[config.mk]
export PLATFORM = sky130hd
export DESIGN_NAME = cac_blend
export DESIGN_NICKNAME = d
export VERILOG_FILES = /design/src/hw/rtl/cac_pkg.sv /design/src/hw/rtl/cac_blend.sv
export SDC_FILE = /design/constraint.sdc
export NUM_CORES = 1
export LEC_CHECK = 0
export BUFFER_PORTS_ARGS = -buffer_cell sky130_fd_sc_hd__buf_2
export CORE_MARGIN = 1.5
export CORE_UTILIZATION = 31
export CTS_CLUSTER_SIZE = 16
export DETAILED_ROUTE_END_ITERATION = 16
export GPL_TIMING_DRIVEN = 0
export PLACE_DENSITY_LB_ADDON = 0.08
export SLEW_MARGIN = 15
export SYNTH_ARGS = -nofsm -noshare
export SYNTH_HDL_FRONTEND = slang
export SYNTH_SLANG_ARGS = --single-unit
[constraint.sdc]
create_clock -name clock -period 5.1 [get_ports clock]
set_input_delay 1.02 -clock clock [delete_from_list [all_inputs] [get_ports clock]]
set_output_delay 1.02 -clock clock [all_outputs]
set_load 0.005 [all_outputs]
[src/hw/rtl/cac_pkg.sv]
// Shared types, register codes and constants for the checkerboard alpha compositor.
// Depends on nothing; every other file of the block imports it.
package cac_pkg;

   // palette geometry
   localparam int PAL_DEPTH = 256;
   localparam int PAL_IDX_W = $clog2(PAL_DEPTH);
   localparam int CNT_W     = 9;
   localparam logic [CNT_W-1:0] PAL_LAST = CNT_W'(PAL_DEPTH - 1);

   // configuration port
   localparam int CSR_IDX_W  = 3;
   localparam int CSR_DATA_W = 9;
   localparam int CHAN_CNT   = 3;

   typedef enum logic [CSR_IDX_W-1:0] {
      CSR_BYTES_PER_PIXEL = 3'd0,
      CSR_USE_PALETTE     = 3'd1,
      CSR_COLOR_COUNT     = 3'd2,
      CSR_CHECK_SHIFT     = 3'd3,
      CSR_CHECK_LIGHT     = 3'd4,
      CSR_CHECK_DARK      = 3'd5
   } csr_idx_type;

   typedef enum logic {
      OP_PIXEL     = 1'b0,
      OP_PAL_WRITE = 1'b1
   } op_type;

   // source formats (bytes per pixel)
   localparam logic [2:0] FMT_GRAY_ALPHA = 3'd2;
   localparam logic [2:0] FMT_RGB        = 3'd3;
   localparam logic [2:0] FMT_RGBA       = 3'd4;
   localparam logic [7:0] ALPHA_OPAQUE   = 8'd255;

   // reset values of the registers
   localparam logic [2:0]       RST_BYTES_PER_PIXEL = 3'd3;
   localparam logic [CNT_W-1:0] RST_COLOR_COUNT     = 9'd256;
   localparam logic [2:0]       RST_CHECK_SHIFT     = 3'd2;
   localparam logic [7:0]       RST_CHECK_LIGHT     = 8'd153;
   localparam logic [7:0]       RST_CHECK_DARK      = 8'd102;

   typedef struct packed {
      logic       opcode;
      logic [6:0] column;
      logic [6:0] line_number;
      logic [7:0] byte0;
      logic [7:0] byte1;
      logic [7:0] byte2;
      logic [7:0] byte3;
      logic [7:0] palette_slot;
      logic [23:0] palette_rgb;
   } req_type;

   typedef struct packed {
      logic [7:0] red;
      logic [7:0] green;
      logic [7:0] blue;
   } rsp_type;

   typedef struct packed {
      logic [2:0]       bytes_per_pixel;
      logic             use_palette;
      logic [CNT_W-1:0] color_count;
      logic [2:0]       check_shift;
      logic [7:0]       check_light;
      logic [7:0]       check_dark;
   } csr_type;

   // decoded pixel leaving the first stage
   typedef struct packed {
      logic                     sel_pal;
      logic [CHAN_CNT-1:0][7:0] raw;
      logic [CHAN_CNT-1:0][7:0] pal;
      logic [7:0]               alpha;
      logic [7:0]               check;
   } dec_type;

endpackage

[src/hw/rtl/cac_blend.sv]
// Blend stages: difference, multiply by alpha, divide by 255 and add to checker gray.
// Depends on cac_pkg.
module cac_blend (
   input  logic             clock,
   input  logic             reset,
   input  logic             en,
   input  logic             dec_valid,
   input  cac_pkg::dec_type dec_data,
   output logic             out_valid,
   output cac_pkg::rsp_type out_data
);
   import cac_pkg::*;

   // stage 2: magnitude and sign of source minus checker
   logic                     v2_ff;
   logic [CHAN_CNT-1:0][7:0] mag_ff, mag_in;
   logic [CHAN_CNT-1:0]      neg2_ff, neg_in;
   logic [7:0]               alpha2_ff, check2_ff;
   logic [CHAN_CNT-1:0][7:0] src;
   // stage 3: product
   logic                     v3_ff;
   logic [CHAN_CNT-1:0][15:0] prod_ff, prod_in;
   logic [CHAN_CNT-1:0]      neg3_ff;
   logic [7:0]               check3_ff;
   // stage 4: result
   logic                     v4_ff;
   logic [CHAN_CNT-1:0][7:0] res_ff, res_in;
   logic [CHAN_CNT-1:0][16:0] qsum;

   always_comb begin
      src = dec_data.sel_pal ? dec_data.pal : dec_data.raw;
      for (int i = 0; i < CHAN_CNT; i++) begin
         if (src[i] >= dec_data.check) begin
            mag_in[i] = src[i] - dec_data.check;
            neg_in[i] = 1'b0;
         end else begin
            mag_in[i] = dec_data.check - src[i];
            neg_in[i] = 1'b1;
         end
      end
   end

   always_comb begin
      for (int i = 0; i < CHAN_CNT; i++) begin
         prod_in[i] = 16'(mag_ff[i]) * 16'(alpha2_ff);
      end
   end

   // floor(x / 255) as (x + 1 + (x >> 8)) >> 8, exact for 8x8-bit products
   always_comb begin
      for (int i = 0; i < CHAN_CNT; i++) begin
         qsum[i] = 17'(prod_ff[i]) + 17'd1 + 17'(prod_ff[i][15:8]);
         if (neg3_ff[i]) begin
            res_in[i] = check3_ff - qsum[i][15:8];
         end else begin
            res_in[i] = check3_ff + qsum[i][15:8];
         end
      end
   end

   // advance valid bits
   always_ff @(posedge clock) begin
      if (reset) begin
         v2_ff <= 1'b0;
         v3_ff <= 1'b0;
         v4_ff <= 1'b0;
      end else if (en) begin
         v2_ff <= dec_valid;
         v3_ff <= v2_ff;
         v4_ff <= v3_ff;
      end
   end

   // advance payload, hold on stall
   always_ff @(posedge clock) begin
      if (en) begin
         mag_ff    <= mag_in;
         neg2_ff   <= neg_in;
         alpha2_ff <= dec_data.alpha;
         check2_ff <= dec_data.check;
         prod_ff   <= prod_in;
         neg3_ff   <= neg2_ff;
         check3_ff <= check2_ff;
         res_ff    <= res_in;
      end
   end

   assign out_valid      = v4_ff;
   assign out_data.red   = res_ff[2];
   assign out_data.green = res_ff[1];
   assign out_data.blue  = res_ff[0];

   // a stall freezes every stage; an enabled stage hands its word on
   a_stall_freezes: assert property (@(posedge clock) disable iff (reset)
      !en |=> $stable({v2_ff, v3_ff, v4_ff}) && $stable(res_ff))
      else $error("blend pipeline moved during stall");
   a_stage_moves: assert property (@(posedge clock) disable iff (reset)
      en && v3_ff |=> v4_ff)
      else $error("word lost between product and result stage");

endmodule

==> results.yml <==
status:
  status: "completed"
floorplanning:
  io_pins: 94
  die_height_um: 215
  die_x_um: 215
  rows: 77
  core-area_sq_um: 44300
  dieArea_sq_um: 46400
  initial_utilization: 0.315
logic_synthesis:
  netlist_instances: 1359
  synth_area_sq_um: 14000
  synthArstFlopShare: 0
  yosysWarningCount: 0
  ys_ff_latch: 129
  synth-edff-count: 126
  syn-num-nets: 1740
  synthFlopType: "edfxtp_1"
  seq_area_frac_synth: 0.275
  synth_cell_types: 64
  avgSynthCellArea_sq_um: 10.3
cells_and_area:
  fin_nets: 1852
  layout_commonest_cell: "inv_1"
  layout-drive-gt1-share: 0.108
  area_delta_synth_final_pct: 13.4
  layout.cells.non_filler: 2077
  final_area_sq_um: 15800
  layout_common_cells: "202 x inv_1, 195 x ha_1, 154 x and2_1"
  final_util: 0.358
sta:
  fin_ws_ps: 184
  finalHoldViolCount: 0
  slew_headroom: 0.517
  fin_crit_sh: 0.964
  drv_slew: 0
  fin_setup_tns_ps: 0
  maxClockFrequency_mhz: 203
  tightest_slew_ps: 724
  hold_slack_ps: 434
  setup_viol: 0
  finalCriticalPeriod_ps: 4920
  finClkSkew_ps: 12.8
  rsz0062_at_grt: "no"
power:
  leakage_nw: 7.42
  p_clk_frac: 0.116
  power_switching_mw: 4.70
  powerDensity_nw_per_um2: 664
  pwr-share-comb: 0.664
  p_int_mw: 5.82
  seq_power_share: 0.220
  swShare: 0.447
  ir_drop_mv: 0.402
  power_mw: 10.5
placement:
  dpl.hpwl_um: 26600
  globalplace.congestion: 0.764
  placedCellCount: 2044
  portBuffers: 92
  pre_cts_ws_ps: -442
  dpl-instance-area_sq_um: 15200
clock_tree:
  clock_sinks: 129
  cts.reportedPaths.clkPinSlew_ps: 70
  tritoncts: "done"
  clk_latency_ps: 450
  htree_levels: 4
  numCtsBuffers: 17
  cts_root_buf: "clkbuf_16"
  max-clock-path-buffers: 2
  post_cts_buffers: 0
global_route:
  grt_pass1_wl_um: 52800
  met1_usage: 0.196
  use_met2: 0.247
  grt_usage: 0.146
  grt_util_met3: 0.0197
  busiest_layer: "met2"
  grt_pass1_vias: 9803
  antenna_found_initial: 1
  grt_max_degree: 81
  grt_remaining_overflow: 0
run:
  drv_cap: 0
hold_path:
  min_path_cells: 0
  holdCritPathClass: "flip-flop to flip-flop"
drt:
  dr.first_iter.drc_count: 314
  wirelength_um: 32000
  drt-wirelength-per-cell_um: 15.4
  drtAntennaViolNets: 0
  dr.pass1.iters: 4
  drc: 0
  vias: 9458
  via_per_inst: 4.55
setup_path:
  cp-end-kind: "flip-flop"
  critPathRequiredTime_ps: 5310
  crit_fanout: 10
  crit_arrival_ps: 5120
  reg2reg_depth: 16
  worstSetupPathType: "flip-flop to flip-flop"
  start_kind: "flip-flop"
## power groups by stage
| stage | clock network [mW] | logic, mW | registers (mW) |
|---|---|---|---|
| 3_3_place_gp | 0 | 6.99 | 2.34 |
| 5_1_grt | 1.31 | 8.10 | 2.37 |
| 4_1_cts | 1.27 | 7.08 | 2.32 |
| 3_5_place_dp | 0 | 7.01 | 2.34 |
| 6_report | 1.22 | 6.98 | 2.31 |
| 2_1_floorplan | 0 | 5.43 | 2.20 |
## cell type report
cell class | instances | area, sq um
inverter | 204 | 766
multi-input combinational | 1000 | 9290
fill | 4553 | 28500
sequential | 129 | 3840
clock inverter | 15 | 161
antenna | 1 | 2.50
clock buffer | 17 | 425
timing repair buffer | 93 | 494
tap | 592 | 741
buffer | 26 | 121
## state kept, by name, indices dropped and copies added, names as in the netlist, 3 cells and up
name       count
mag_ff        24
neg2_ff        3
check2_ff      8
out_data      24
alpha2_ff      8
neg3_ff        3
prod_ff       48
check3_ff      8
## what timing repair did
| item | in CTS | in global routing |
|---|---|---|
| resized for setup | 8 | 26 |
| hold buffers | 0 | 0 |
| setup endpoints to repair | 5 | 4 |
## synthesized netlist by cell type, types with 5 or more instances
library cell  number  area, sq um
o21bai_1           6         45.0
ha_1             195         2440
o21ai_1           15         75.1
a21o_1            17          128
and2_1           154          963
mux2i_1           34          340
o21ai_0           18         90.1
nand2b_1          10         62.6
o211ai_1           5         37.5
xnor2_1           61          534
nand2_1           81          304
nor2_1            32          120
nor3_1            16         80.1
a21oi_1           69          345
nor2b_1           15         93.8
xor2_1            37          324
nand3_1           16         80.1
a31oi_1           11         68.8
o21a_1             8         60.1
clkbuf_1          22         82.6
inv_1            202          758
a41oi_1            6         52.6
edfxtp_1         126         3780
fa_1             117         2340
o31ai_1            5         37.5
mux2_2             6         67.6
and3_1             5         31.3
nor3b_1            6         45.0
## logic make-up (layout without fill, tap and decap cells)
family | after synthesis | in the layout | share of synthesized area
compound gates | 194 | 194 | 0.0910
xor+xnor | 98 | 98 | 0.0614
fa+ha+maj | 315 | 315 | 0.344
buf+inv | 230 | 355 | 0.0619
flops | 129 | 129 | 0.275
mux | 40 | 40 | 0.0292
other cells | 0 | 1 | 0
simple gates | 353 | 353 | 0.137
## metal layers
metal / vias to the layer above / part of all wire
met3: 18 / 0.022
met4: 0 / 0.013
li1: 4793 / -
met5: - / 0
met1: 4535 / 0.49
met2: 112 / 0.47
## worst max-delay path: stages, from the launching register on
cell and delay, ps:
edfxtp_1 510, buf_2 250, and2_1 180, fa_1 450, fa_1 490, inv_1 50
fa_1 480, fa_1 490, inv_1 40, ha_1 310, o21a_1 140, o21ai_1 130
nand2b_1 90, a31o_1 250, a41o_1 260, o21ba_1 200, xnor2_1 360
## worst paths after layout
kind                               start                endpoint  slack [ps]
hold / removal    check2_ff[3]$_DFFE_PP_  check3_ff[3]$_DFFE_PP_         430
setup / recovery  alpha2_ff[2]$_DFFE_PP_   prod_ff[15]$_DFFE_PP_         180
hold reg to reg   check2_ff[3]$_DFFE_PP_  check3_ff[3]$_DFFE_PP_         430
setup reg to reg  alpha2_ff[2]$_DFFE_PP_   prod_ff[15]$_DFFE_PP_         180
No activity file was read; power rests on OpenSTA's default activity.
